==> src/rtl/char_lcd_cursor_writer_top_macros.svh <==
// -----------------------------------------------------------------------------
// Character LCD cursor writer: assertion macros
// Implication checks that compile away for synthesis.
// -----------------------------------------------------------------------------
`ifndef CHAR_LCD_CURSOR_WRITER_TOP_MACROS_SVH
`define CHAR_LCD_CURSOR_WRITER_TOP_MACROS_SVH
`ifndef SYNTHESIS
// Same-cycle implication.
`define CLCW_ASSERT(label, clk, rst_n, ante, cons) \
    label: assert property (@(posedge clk) disable iff (!rst_n) (ante) |-> (cons)) \
        else $error("clcw assertion failed");
// Next-cycle implication.
`define CLCW_ASSERT_NEXT(label, clk, rst_n, ante, cons) \
    label: assert property (@(posedge clk) disable iff (!rst_n) (ante) |=> (cons)) \
        else $error("clcw assertion failed");
`else
`define CLCW_ASSERT(label, clk, rst_n, ante, cons)
`define CLCW_ASSERT_NEXT(label, clk, rst_n, ante, cons)
`endif
`endif

==> src/rtl/clcw_pkg.sv <==
// -----------------------------------------------------------------------------
// Character LCD cursor writer package
// Opcodes, register indexes, display constants and the job record type.
// -----------------------------------------------------------------------------
package clcw_pkg;

    // Input item opcodes.
    typedef enum logic [1:0] {
        OP_CHAR  = 2'd0,
        OP_CLEAR = 2'd1,
        OP_HOME  = 2'd2,
        OP_RESET = 2'd3
    } t_op;

    // Configuration register indexes.
    localparam logic CFG_LINE_LENGTH = 1'b0;
    localparam logic CFG_ROW_COUNT   = 1'b1;

    localparam logic [5:0] LINE_LENGTH_RESET = 6'd20;
    localparam logic [2:0] ROW_COUNT_RESET   = 3'd4;
    localparam logic [5:0] LINE_LENGTH_MAX   = 6'd40;
    localparam logic [2:0] MAX_ROWS          = 3'd4;

    // Controller command bytes and the newline character.
    localparam logic [7:0] CMD_SET_ADDR = 8'h80;
    localparam logic [7:0] CMD_CLEAR    = 8'h01;
    localparam logic [7:0] CMD_HOME     = 8'h02;
    localparam logic [7:0] NEWLINE_CODE = 8'd10;

    // DDRAM start address of each display row.
    localparam logic [6:0] ROW_BASE [4] = '{7'h00, 7'h40, 7'h14, 7'h54};

    // Job queue depth and pointer width.
    localparam int QUEUE_DEPTH = 4;
    localparam int QPTR_W      = $clog2(QUEUE_DEPTH);

    // One byte for the controller with its register select.
    typedef struct packed {
        logic       rs;
        logic [7:0] data;
    } t_lcd_byte;

    // One job: up to three bytes in send order.
    typedef struct packed {
        logic [1:0]      cnt;
        logic            lw;
        t_lcd_byte [2:0] bytes;
    } t_job;

endpackage

==> src/rtl/clcw_in_if.sv <==
// -----------------------------------------------------------------------------
// Input channel interface
// Valid/ready channel that carries one cursor writer item per word.
// -----------------------------------------------------------------------------
interface clcw_in_if;
    logic       valid;
    logic       ready;
    logic [1:0] op;
    logic [7:0] char_code;
    logic       first;

    modport source (output valid, output op, output char_code, output first, input ready);
    modport sink   (input valid, input op, input char_code, input first, output ready);
endinterface

==> src/rtl/clcw_out_if.sv <==
// -----------------------------------------------------------------------------
// Output channel interface
// Valid/ready channel that carries one LCD nibble per word.
// -----------------------------------------------------------------------------
interface clcw_out_if;
    logic       valid;
    logic       ready;
    logic       rs;
    logic [3:0] nibble;
    logic       long_wait;
    logic       last;

    modport source (output valid, output rs, output nibble, output long_wait, output last,
                    input ready);
    modport sink   (input valid, input rs, input nibble, input long_wait, input last,
                    output ready);
endinterface

==> src/rtl/char_lcd_cursor_writer_top.sv <==
// An item's job passes through the queue, then the serializer's job register, to the output.
// One nibble per cycle while the output is ready; a job is 2, 4 or 6 nibbles.
// A cursor reset item sends nothing; items enter the queue one per cycle while it has room.
// Reset is synchronous and active low: cursor to row 0 column 0, line length 20,
// four rows, job queue empty and no nibble pending.
// -----------------------------------------------------------------------------
// Character LCD cursor writer top level
// Front end, job queue and nibble serializer for a 4-bit character LCD bus.
// -----------------------------------------------------------------------------
module char_lcd_cursor_writer_top (
    input  logic       i_clk,
    input  logic       i_rst_n,
    input  logic       i_cfg_we,
    input  logic       i_cfg_idx,
    input  logic [5:0] i_cfg_data,
    clcw_in_if.sink    i_in,
    clcw_out_if.source o_out
);
    import clcw_pkg::*;

    logic push;
    logic q_ready;
    logic q_valid;
    logic pop;
    t_job push_job;
    t_job head_job;

    // Item intake and cursor tracking.
    clcw_front u_front (
        .i_clk      (i_clk),
        .i_rst_n    (i_rst_n),
        .i_cfg_we   (i_cfg_we),
        .i_cfg_idx  (i_cfg_idx),
        .i_cfg_data (i_cfg_data),
        .i_in       (i_in),
        .i_q_ready  (q_ready),
        .o_push     (push),
        .o_job      (push_job)
    );

    // Job queue.
    clcw_queue u_queue (
        .i_clk   (i_clk),
        .i_rst_n (i_rst_n),
        .i_push  (push),
        .i_job   (push_job),
        .o_ready (q_ready),
        .i_pop   (pop),
        .o_valid (q_valid),
        .o_job   (head_job)
    );

    // Nibble serializer.
    clcw_back u_back (
        .i_clk     (i_clk),
        .i_rst_n   (i_rst_n),
        .i_q_valid (q_valid),
        .i_q_job   (head_job),
        .o_pop     (pop),
        .o_out     (o_out)
    );

endmodule

==> src/rtl/clcw_front.sv <==
// -----------------------------------------------------------------------------
// Cursor writer front end
// Accepts items, keeps the cursor and configuration, and builds byte jobs.
// -----------------------------------------------------------------------------
module clcw_front (
    input  logic                 i_clk,
    input  logic                 i_rst_n,
    input  logic                 i_cfg_we,
    input  logic                 i_cfg_idx,
    input  logic [5:0]           i_cfg_data,
    clcw_in_if.sink              i_in,
    input  logic                 i_q_ready,
    output logic                 o_push,
    output clcw_pkg::t_job       o_job
);
    import clcw_pkg::*;

    logic [5:0] r_line_length;
    logic [2:0] r_row_count;
    logic [1:0] r_row, n_row;
    logic [5:0] r_col, n_col;

    logic            accept;
    t_op             op;
    logic [5:0]      cols;
    logic [2:0]      rows;
    logic [2:0]      row_inc;
    logic [1:0]      next_row;
    logic            is_nl;
    logic            wrap;
    logic [2:0]      cand_v;
    t_lcd_byte [2:0] cand;
    logic [1:0]      idx;
    t_job            job;

    assign i_in.ready = i_q_ready;
    assign accept     = i_in.valid && i_q_ready;
    assign op         = t_op'(i_in.op);

    // Saturate the configured geometry into its legal range.
    always_comb begin
        if (r_line_length == 6'd0) begin
            cols = 6'd1;
        end else if (r_line_length > LINE_LENGTH_MAX) begin
            cols = LINE_LENGTH_MAX;
        end else begin
            cols = r_line_length;
        end
        if (r_row_count == 3'd0) begin
            rows = 3'd1;
        end else if (r_row_count > MAX_ROWS) begin
            rows = MAX_ROWS;
        end else begin
            rows = r_row_count;
        end
    end

    // Row advance with wrap past the last row in use.
    assign row_inc  = {1'b0, r_row} + 3'd1;
    assign next_row = (row_inc >= rows) ? 2'd0 : row_inc[1:0];
    assign is_nl    = (i_in.char_code == NEWLINE_CODE);
    assign wrap     = !is_nl && (r_col >= cols);

    // Candidate bytes in send order: current address, new address, data.
    always_comb begin
        cand[0].rs   = 1'b0;
        cand[0].data = CMD_SET_ADDR | {1'b0, ROW_BASE[r_row] + {1'b0, r_col}};
        cand[1].rs   = 1'b0;
        cand[1].data = CMD_SET_ADDR | {1'b0, ROW_BASE[next_row]};
        cand[2].rs   = 1'b1;
        cand[2].data = i_in.char_code;
        cand_v       = {!is_nl, is_nl || wrap, i_in.first};
    end

    // Pack the valid candidates into the job, or build a clear or home job.
    always_comb begin
        job = '0;
        idx = 2'd0;
        case (op)
            OP_CLEAR, OP_HOME: begin
                job.cnt           = 2'd1;
                job.lw            = 1'b1;
                job.bytes[0].rs   = 1'b0;
                job.bytes[0].data = (op == OP_CLEAR) ? CMD_CLEAR : CMD_HOME;
            end
            OP_CHAR: begin
                for (int k = 0; k < 3; k++) begin
                    if (cand_v[k]) begin
                        job.bytes[idx] = cand[k];
                        idx            = idx + 2'd1;
                    end
                end
                job.cnt = idx;
            end
            default: begin
                job = '0;
            end
        endcase
    end

    assign o_push = accept && (op != OP_RESET);
    assign o_job  = job;

    // Cursor update for the accepted item.
    always_comb begin
        n_row = r_row;
        n_col = r_col;
        case (op)
            OP_CHAR: begin
                if (is_nl) begin
                    n_row = next_row;
                    n_col = 6'd0;
                end else if (wrap) begin
                    n_row = next_row;
                    n_col = 6'd1;
                end else begin
                    n_col = r_col + 6'd1;
                end
            end
            default: begin
                n_row = 2'd0;
                n_col = 6'd0;
            end
        endcase
    end

    // Cursor and configuration registers.
    always_ff @(posedge i_clk) begin
        if (!i_rst_n) begin
            r_line_length <= LINE_LENGTH_RESET;
            r_row_count   <= ROW_COUNT_RESET;
            r_row         <= 2'd0;
            r_col         <= 6'd0;
        end else begin
            if (i_cfg_we) begin
                if (i_cfg_idx == CFG_LINE_LENGTH) begin
                    r_line_length <= i_cfg_data;
                end else begin
                    r_row_count <= i_cfg_data[2:0];
                end
            end
            if (accept) begin
                r_row <= n_row;
                r_col <= n_col;
            end
        end
    end

endmodule

==> src/rtl/clcw_queue.sv <==
// -----------------------------------------------------------------------------
// Cursor writer job queue
// Small FIFO of byte jobs between the front end and the nibble serializer.
// -----------------------------------------------------------------------------
`include "char_lcd_cursor_writer_top_macros.svh"

module clcw_queue (
    input  logic           i_clk,
    input  logic           i_rst_n,
    input  logic           i_push,
    input  clcw_pkg::t_job i_job,
    output logic           o_ready,
    input  logic           i_pop,
    output logic           o_valid,
    output clcw_pkg::t_job o_job
);
    import clcw_pkg::*;

    localparam logic [QPTR_W:0] DEPTH = (QPTR_W + 1)'(QUEUE_DEPTH);

    t_job              r_mem [QUEUE_DEPTH];
    logic [QPTR_W-1:0] r_wr_ptr;
    logic [QPTR_W-1:0] r_rd_ptr;
    logic [QPTR_W:0]   r_count;

    assign o_ready = (r_count != DEPTH);
    assign o_valid = (r_count != '0);
    assign o_job   = r_mem[r_rd_ptr];

    // Storage writes.
    always_ff @(posedge i_clk) begin
        if (i_push) begin
            r_mem[r_wr_ptr] <= i_job;
        end
    end

    // Pointers and fill count.
    always_ff @(posedge i_clk) begin
        if (!i_rst_n) begin
            r_wr_ptr <= '0;
            r_rd_ptr <= '0;
            r_count  <= '0;
        end else begin
            if (i_push) begin
                r_wr_ptr <= r_wr_ptr + 1'b1;
            end
            if (i_pop) begin
                r_rd_ptr <= r_rd_ptr + 1'b1;
            end
            if (i_push && !i_pop) begin
                r_count <= r_count + 1'b1;
            end else if (i_pop && !i_push) begin
                r_count <= r_count - 1'b1;
            end
        end
    end

    `CLCW_ASSERT(a_q_no_overflow, i_clk, i_rst_n, i_push, r_count != DEPTH)
    `CLCW_ASSERT(a_q_no_underflow, i_clk, i_rst_n, i_pop, r_count != '0)
    `CLCW_ASSERT(a_q_count_range, i_clk, i_rst_n, 1'b1, r_count <= DEPTH)

endmodule

==> src/rtl/clcw_back.sv <==
// -----------------------------------------------------------------------------
// Cursor writer nibble serializer
// Takes byte jobs from the queue and sends them as nibbles, high nibble first.
// -----------------------------------------------------------------------------
`include "char_lcd_cursor_writer_top_macros.svh"

module clcw_back (
    input  logic           i_clk,
    input  logic           i_rst_n,
    input  logic           i_q_valid,
    input  clcw_pkg::t_job i_q_job,
    output logic           o_pop,
    clcw_out_if.source     o_out
);
    import clcw_pkg::*;

    logic       r_valid;
    t_job       r_job;
    logic [1:0] r_slot;
    logic       r_half;

    t_lcd_byte cur;
    logic      fire;
    logic      is_last;
    logic      load;

    // Select the nibble under way.
    assign cur     = r_job.bytes[r_slot];
    assign is_last = r_half && (r_slot == (r_job.cnt - 2'd1));
    assign fire    = r_valid && o_out.ready;
    assign load    = i_q_valid && (!r_valid || (fire && is_last));
    assign o_pop   = load;

    assign o_out.valid     = r_valid;
    assign o_out.rs        = cur.rs;
    assign o_out.nibble    = r_half ? cur.data[3:0] : cur.data[7:4];
    assign o_out.long_wait = r_half && r_job.lw;
    assign o_out.last      = is_last;

    // Job payload register.
    always_ff @(posedge i_clk) begin
        if (load) begin
            r_job <= i_q_job;
        end
    end

    // Serializer position within the job.
    always_ff @(posedge i_clk) begin
        if (!i_rst_n) begin
            r_valid <= 1'b0;
            r_slot  <= 2'd0;
            r_half  <= 1'b0;
        end else if (load) begin
            r_valid <= 1'b1;
            r_slot  <= 2'd0;
            r_half  <= 1'b0;
        end else if (fire) begin
            if (is_last) begin
                r_valid <= 1'b0;
            end else if (r_half) begin
                r_half <= 1'b0;
                r_slot <= r_slot + 2'd1;
            end else begin
                r_half <= 1'b1;
            end
        end
    end

    `CLCW_ASSERT(a_lw_on_cmd_end, i_clk, i_rst_n, r_valid && o_out.long_wait, !o_out.rs && is_last)
    `CLCW_ASSERT(a_slot_in_job, i_clk, i_rst_n, r_valid, (r_job.cnt != 2'd0) && (r_slot < r_job.cnt))
    `CLCW_ASSERT_NEXT(a_idle_after_last, i_clk, i_rst_n, fire && is_last && !i_q_valid, !r_valid)

endmodule

==> src/flat_wrapper.sv <==
// flat-port wrapper written by rule: the top's interface ports become plain ports
module char_lcd_cursor_writer_top_flat import clcw_pkg::*;
  (i_clk, i_rst_n, i_cfg_we, i_cfg_idx, i_cfg_data, i_in_valid, i_in_op, i_in_char_code, i_in_first, i_in_ready, o_out_valid, o_out_rs, o_out_nibble, o_out_long_wait, o_out_last, o_out_ready);
  clcw_in_if i_in_i ();
  clcw_out_if o_out_i ();
  input  logic i_clk;
  input  logic i_rst_n;
  input  logic i_cfg_we;
  input  logic i_cfg_idx;
  input  logic [5:0] i_cfg_data;
  input wire logic [$bits(i_in_i.valid)-1:0] i_in_valid;
  input wire logic [$bits(i_in_i.op)-1:0] i_in_op;
  input wire logic [$bits(i_in_i.char_code)-1:0] i_in_char_code;
  input wire logic [$bits(i_in_i.first)-1:0] i_in_first;
  output wire logic [$bits(i_in_i.ready)-1:0] i_in_ready;
  output wire logic [$bits(o_out_i.valid)-1:0] o_out_valid;
  output wire logic [$bits(o_out_i.rs)-1:0] o_out_rs;
  output wire logic [$bits(o_out_i.nibble)-1:0] o_out_nibble;
  output wire logic [$bits(o_out_i.long_wait)-1:0] o_out_long_wait;
  output wire logic [$bits(o_out_i.last)-1:0] o_out_last;
  input wire logic [$bits(o_out_i.ready)-1:0] o_out_ready;
  assign i_in_i.valid = i_in_valid;
  assign i_in_i.op = i_in_op;
  assign i_in_i.char_code = i_in_char_code;
  assign i_in_i.first = i_in_first;
  assign i_in_ready = i_in_i.ready;
  assign o_out_valid = o_out_i.valid;
  assign o_out_rs = o_out_i.rs;
  assign o_out_nibble = o_out_i.nibble;
  assign o_out_long_wait = o_out_i.long_wait;
  assign o_out_last = o_out_i.last;
  assign o_out_i.ready = o_out_ready;
  char_lcd_cursor_writer_top u_core (.i_clk(i_clk), .i_rst_n(i_rst_n), .i_cfg_we(i_cfg_we), .i_cfg_idx(i_cfg_idx), .i_cfg_data(i_cfg_data), .i_in(i_in_i), .o_out(o_out_i));
endmodule
==> config.mk <==
export PLATFORM = sky130hd
export DESIGN_NAME = char_lcd_cursor_writer_top_flat
export DESIGN_NICKNAME = d
export VERILOG_FILES = /design/src/rtl/clcw_pkg.sv /design/src/rtl/clcw_in_if.sv /design/src/rtl/clcw_out_if.sv /design/src/rtl/char_lcd_cursor_writer_top.sv /design/src/rtl/clcw_front.sv /design/src/rtl/clcw_queue.sv /design/src/rtl/clcw_back.sv /design/src/flat_wrapper.sv
export VERILOG_INCLUDE_DIRS = /design/src /design/src/rtl
export SDC_FILE = /design/constraint.sdc
export NUM_CORES = 1
export LEC_CHECK = 0
export ABC_CLOCK_PERIOD_IN_PS = 6150
export BUFFER_PORTS_ARGS = -buffer_cell sky130_fd_sc_hd__buf_4
export CAP_MARGIN = 20
export CORE_MARGIN = 2
export CORE_UTILIZATION = 50
export DETAILED_ROUTE_END_ITERATION = 7
export HOLD_SLACK_MARGIN = 0.05
export PLACE_DENSITY = 0.67
export SKIP_LAST_GASP = 1
export SYNTH_ARGS = -nofsm -noshare
export SYNTH_HDL_FRONTEND = slang
export SYNTH_SLANG_ARGS = --single-unit
==> constraint.sdc <==
create_clock -name i_clk -period 6.15 [get_ports i_clk]
set_input_delay 0.615 -clock i_clk [delete_from_list [all_inputs] [get_ports i_clk]]
set_output_delay 0.615 -clock i_clk [all_outputs]
set_load 0.1 [all_outputs]
Word level (Yosys, flattened, before mapping)
Memories as Yosys holds them, arrays and structs flattened. A register that Yosys moved wholly into a read port is not among the register bits.
Index checks and enable logic that the tools add are counted.
{"block": "op_classes", "add_sub_neg": 11, "magnitude_cmp": 11, "n_eq_ne": 7, "mux": 49, "bitwise": 5, "reduce_logical": 33}
{"op": "27-bit two-way mux", "n": 3}
{"op": "27-bit bitwise mux", "n": 2}
{"op": "9-bit demux with 2-bit select", "n": 2}
{"op": "9-bit two-way mux", "n": 4}
{"op": "6-bit two-way mux", "n": 5}
{"op": "7-bit binary-select mux with 2-bit select", "n": 2}
{"op": "7-bit two-way mux", "n": 4}
{"op": "9-bit binary-select mux with 2-bit select", "n": 1}
{"op": "18-bit two-way mux", "n": 1}
{"op": "2-bit two-way mux", "n": 9}
{"op": "9-bit one-hot mux with 2 select lines", "n": 1}
{"op": "1-bit logical AND", "n": 12}
{"op": "3-bit two-way mux", "n": 4}
{"op": "2-bit by 1-bit adder with 2-bit output (second input constant)", "n": 5}
{"op": "2-bit AND reduction", "n": 5}
{"op": "2-bit by 3-bit < comparator with 1-bit output (second input constant)", "n": 3}
{"op": "8-bit by 4-bit equality test with 1-bit output (second input constant)", "n": 1}
{"op": "1-bit two-way mux", "n": 8}
{"op": "8-bit two-way mux", "n": 1}
{"op": "7-bit by 6-bit adder with 7-bit output", "n": 1}
{"op": "6-bit by 1-bit adder with 6-bit output (second input constant)", "n": 1}
{"op": "3-bit >= comparator (second input constant)", "n": 2}
{"op": "6-bit >= comparator", "n": 1}
{"op": "6-bit > comparator (second input constant)", "n": 1}
{"op": "25 further kinds", "n": 37}
{"block": "word_totals", "reg_bits": 28, "mem_bits_rw": 120, "inputBits": 23, "output_inout_bits": 9, "word_cells": 127, "n_memories": 1}
{"memory": "u_core.u_queue.r_mem", "depth": 4, "width": 30, "read_ports": 1, "rd_ports_with_merged_regs": 1, "write_ports": 1, "line_no": "clcw_queue.sv:21", "rtl": "t_job r_mem [QUEUE_DEPTH];"}

Logic depth before layout (Yosys ltp)
{"block": "logic_depth", "depth_word": 15, "ltp_mapped": 14, "mapped_depth_nobuf": 13}

By module
A second synthesis with hierarchy kept.
{"block": "hier_totals", "cells_unflattened": 507, "area_unflattened_um2": 7786.2}
{"module": "clcw_queue", "instances": 1, "cells_each": 200, "area_each_um2": 4774.6, "seq_area_each_um2": 3783.6}
{"module": "clcw_front", "instances": 1, "cells_each": 222, "area_each_um2": 1609.0, "seq_area_each_um2": 340.3}
{"module": "clcw_back", "instances": 1, "cells_each": 85, "area_each_um2": 1402.6, "seq_area_each_um2": 980.9}

Worst setup path before layout
Ideal clock, no wire load.
{"block": "synth_path", "path_type": "flip-flop to output port", "startpoint": "register u_core.u_back.r_half", "endpoint": "output port o_out_nibble[0]", "arrival_ns": 2.395, "required_ns": 5.535, "setup_slack_ns": 3.140, "stages_incl_launch_ff": 6, "path_buffers": 2, "path_cell_list": "dfxtp_1 -> clkbuf_1 -> buf_2 -> mux4_2 -> inv_1 -> o22ai_1"}
{"block": "synth_between", "elab_chain_cells": 1}
{"item": "start, declared", "line_no": "clcw_back.sv:20", "rtl": "logic r_half;"}
{"item": "start signal, assigned", "line_no": "clcw_back.sv:52", "rtl": "r_half <= 1'b0;"}
{"item": "start signal, assigned", "line_no": "clcw_back.sv:56", "rtl": "r_half <= 1'b0;"}
{"item": "start signal, assigned", "line_no": "clcw_back.sv:61", "rtl": "r_half <= 1'b0;"}
{"item": "4-bit two-way mux", "line_no": "clcw_back.sv:36", "rtl": "assign o_out.nibble = r_half ? cur.data[3:0] : cur.data[7:4];"}
{"item": "end, declared", "line_no": "flat_wrapper.sv:18", "rtl": "output wire logic [$bits(o_out_i.nibble)-1:0] o_out_nibble;"}
Every way passes these cells.

==> metrics <==
Final ANT Viol Nets=0; Crit path depth=12; fraction of layout cells with a size suffix above 1=22.3%; clk_skew=0.0104 ns; slowest CP cell=ha_1; WP data required=6.36 ns; Setup Buffers After CTS=0; Placed Area=0.00815 mm^2; HPWL Detailed=9.39 mm; prevailing post-synth register cell=edfxtp_1; syn_area_per_cell=15.7 um^2; hold_buf cts=0; synth cell count leaders=edfxtp_1 (150), nand2_1 (42), mux4_2 (34); Final min period=2.97 ns; DRT Wirelength=14.3 mm; worst rel slew slack=44.4%; HP Class=primary input to flop; drt initial violations=289; share of the synthesized area in the top cell type=58.3%; Ant. Diodes=0; Worst R2R Setup Slack=3.18 ns; Max Freq=0.337 GHz; CTS Buffer Depth=2; Pleak=3.17 nW; core area=0.0151 mm^2; vias in the first global route=4,236; clock-pin slew on the worst setup and hold paths=0.07 ns; Seq/Total Area, Yosys=65.6%; Gate Count Post-Synth=492; area delta synth->final=13.2%; syn nets=540; Core Util, Final=57.7%; area leader, netlist=edfxtp_1; I/O pin count=32; Final Cell Area=0.00874 mm^2; Die ar.=0.0165 mm^2; Layout Nets=578; iteration count of the initial detailed-routing pass=5; share of flip-flops with an asynchronous set or reset=0%; CP Capture Type=flop; post-route clock period utilization=48.2%; Total Routing Usage GR=19.1%; Port Buf Inserts=31; worst vdd ir=0.000261 V; max-cap violations=0; total gr overflow=0; pre-CTS setup slack=3.26 ns; Worst Path Buf+Inv=1; CP arrival=3.18 ns; CTS tree=yes; first-pass GRT wire length=23.0 mm; largest net degree at the start of global routing=36; Fin Setup TNS=0 ns; Critical R2R Capture=u_core.u_queue.r_mem[1][6]$_DFFE_PP_; worst r2r path cells=12; power per standard cell area=408 mW/mm^2; vias=4,242; run status=finished, final reports clean; DRC viols=0; R2R Path Start=u_core.u_front.r_line_length[4]$_SDFFE_PN1P_; CP startpoint=u_core.u_front.r_line_length[4]$_SDFFE_PN1P_; clk sink count=178; H-tree Lvls=4; number of CTS-inserted buffers=17; initial antenna violation count=0; synthesized flop and latch total=178; kind of critical path=flop to flop; Final GP Congestion=0.809; CP Capture Point=u_core.u_queue.r_mem[1][6]$_DFFE_PP_; PostCTS Resize Cnt=0; final setup margin=3.18 ns; critical path's top delay family=compound AO/OA/AOI/OAI gates; most frequent cell after synthesis=edfxtp_1; Hold Fails Final Rpt=0; fin. max-slew vios=0; Netlist cell types=59; Post-Syn Area=0.00772 mm^2; measured slew at the worst slew-check pin=0.833 ns; # setup viols final=0; RSZ-0062 raised after global routing=no; warnings from Yosys=0; Skew-Pair Late Insertion Delay=0.43 ns; Initial Util=51.0%; Root Buffer=clkbuf_16; Setup crit start kind=flop; synth top area cells=edfxtp_1 (58%), mux4_2 (9.9%), dfxtp_1 (7.3%), ha_1 (3.9%), nand2_1 (2.0%); Cell Rows=45; Max FO, Critical Path=12; Post-synth EDFFs=150; WL per Instance=19.6 um; Die X-Extent=128 um; via/cell ratio=5.80; Critical Path Max Stage Delay=0.40 ns; most used cell, CP=nand2_1; die height=128 um; critical-path cell list=o21ai_0 > nand2_1 > ha_1 > a21o_1 > a31oi_2 > o211ai_2 > inv_1 > ha_1 > nand2_1 > nand2_1 > o221ai_1 > a31oi_1
final cells by class:
class	instances	area, um^2
multi-input cells	277	2490
clock inverters	15	170
inverters	19	73.8
repair buffers	37	278
clock buffers	17	425
flip-flops and latches	178	5070
fillers	1173	6400
well taps	188	235
cell usage in the layout (no fill, tap or decap), types with 17 or more instances in the layout:
cell type | synthesis | layout
ha_1 | 24 | 24
dfxtp_1 | 28 | 27
buf_4 | 1 | 37
inv_1 | 18 | 18
nand2_1 | 42 | 42
nand3_1 | 18 | 18
edfxtp_1 | 150 | 150
and3_1 | 17 | 17
mux4_2 | 34 | 34
clkbuf_16 | 0 | 17
registers in the layout, indices dropped and copies added (netlist names):
register and count:
u_core.u_front.r_col 6, u_core.u_back.r_slot 2, u_core.u_back.o_out.valid 1, u_core.u_queue.r_wr_ptr 2, u_core.u_queue.r_count 3, u_core.u_back.r_half 1, u_core.u_front.r_row_count 3, u_core.u_front.r_line_length 6
u_core.u_back.r_job 30, u_core.u_queue.r_mem 120, u_core.u_queue.r_rd_ptr 2, u_core.u_front.r_row 2
worst min path at each step:
stage | start | to | slack, ns | cells after the start
after floorplan | u_core.u_front.r_row_count[0]$_SDFFE_PN0P_ | u_core.u_front.r_row_count[0]$_SDFFE_PN0P_ | 0.44 | 2
after global placement | u_core.u_front.r_line_length[1]$_SDFFE_PN0P_ | u_core.u_front.r_line_length[1]$_SDFFE_PN0P_ | 0.47 | 2
after detailed placement | u_core.u_front.r_line_length[5]$_SDFFE_PN0P_ | u_core.u_front.r_line_length[5]$_SDFFE_PN0P_ | 0.49 | 2
after CTS | i_cfg_data[2] | u_core.u_front.r_line_length[2]$_SDFFE_PN1P_ | 0.40 | 3
after global routing | i_cfg_data[4] | u_core.u_front.r_line_length[4]$_SDFFE_PN1P_ | 0.41 | 3
final | i_cfg_data[2] | u_core.u_front.r_line_length[2]$_SDFFE_PN1P_ | 0.42 | 3
worst reg2reg max path: cells and delay by family (launching register included):
family / cells / cell delay (ns)
buffers and inverters: 1 / 0.09
flip-flops: 1 / 0.35
AO/OA/AOI/OAI: 6 / 1.28
AND/OR/NAND/NOR: 3 / 0.32
adder cells (fa/ha/maj): 2 / 0.70
layer usage:
| metal | global-route usage, % | routed length, um | part of all wire (%) |
|---|---|---|---|
| met1 | 24.8 | 6180 | 43 |
| met2 | 31.7 | 7210 | 50 |
| met3 | 4.47 | 720 | 5.0 |
| met4 | 6.72 | 193 | 1.3 |
| met5 | 0 | 0 | 0 |
stage by stage:
step | std cells | hold slack [ns] | power (W)
floorplan | 492 | 0.443 | 0.00232
global placement | 699 | 0.474 | 0.00250
detailed placement | 699 | 0.486 | 0.00253
CTS | 731 | 0.400 | 0.00361
global route | 731 | 0.411 | 0.00371
finish | 731 | 0.416 | 0.00357
power by group:
part	internal, W	leakage [nW]	total, W	switching (W)
clock	0.000611	0.290	0.00108	0.000470
sequential	0.00155	1.66	0.00163	0.0000734
combinational	0.000325	1.22	0.000859	0.000534
total	0.00249	3.17	0.00357	0.00108
kinds of logic (layout without fill, tap and decap cells):
group                      after synthesis  in the layout  synth area share, %
and+or+nand+nor                        131            131                 9.30
AOI/OAI and AO/OA                       70             70                 6.61
adders and majority gates               25             25                 4.15
buffers and inverters                   37             88                 2.15
DFF                                    178            178                 65.6
muxes                                   42             42                 11.0
xor gates and xnor gates                 9              9                 1.26
Note: power is estimated with default switching activity, not from simulation.
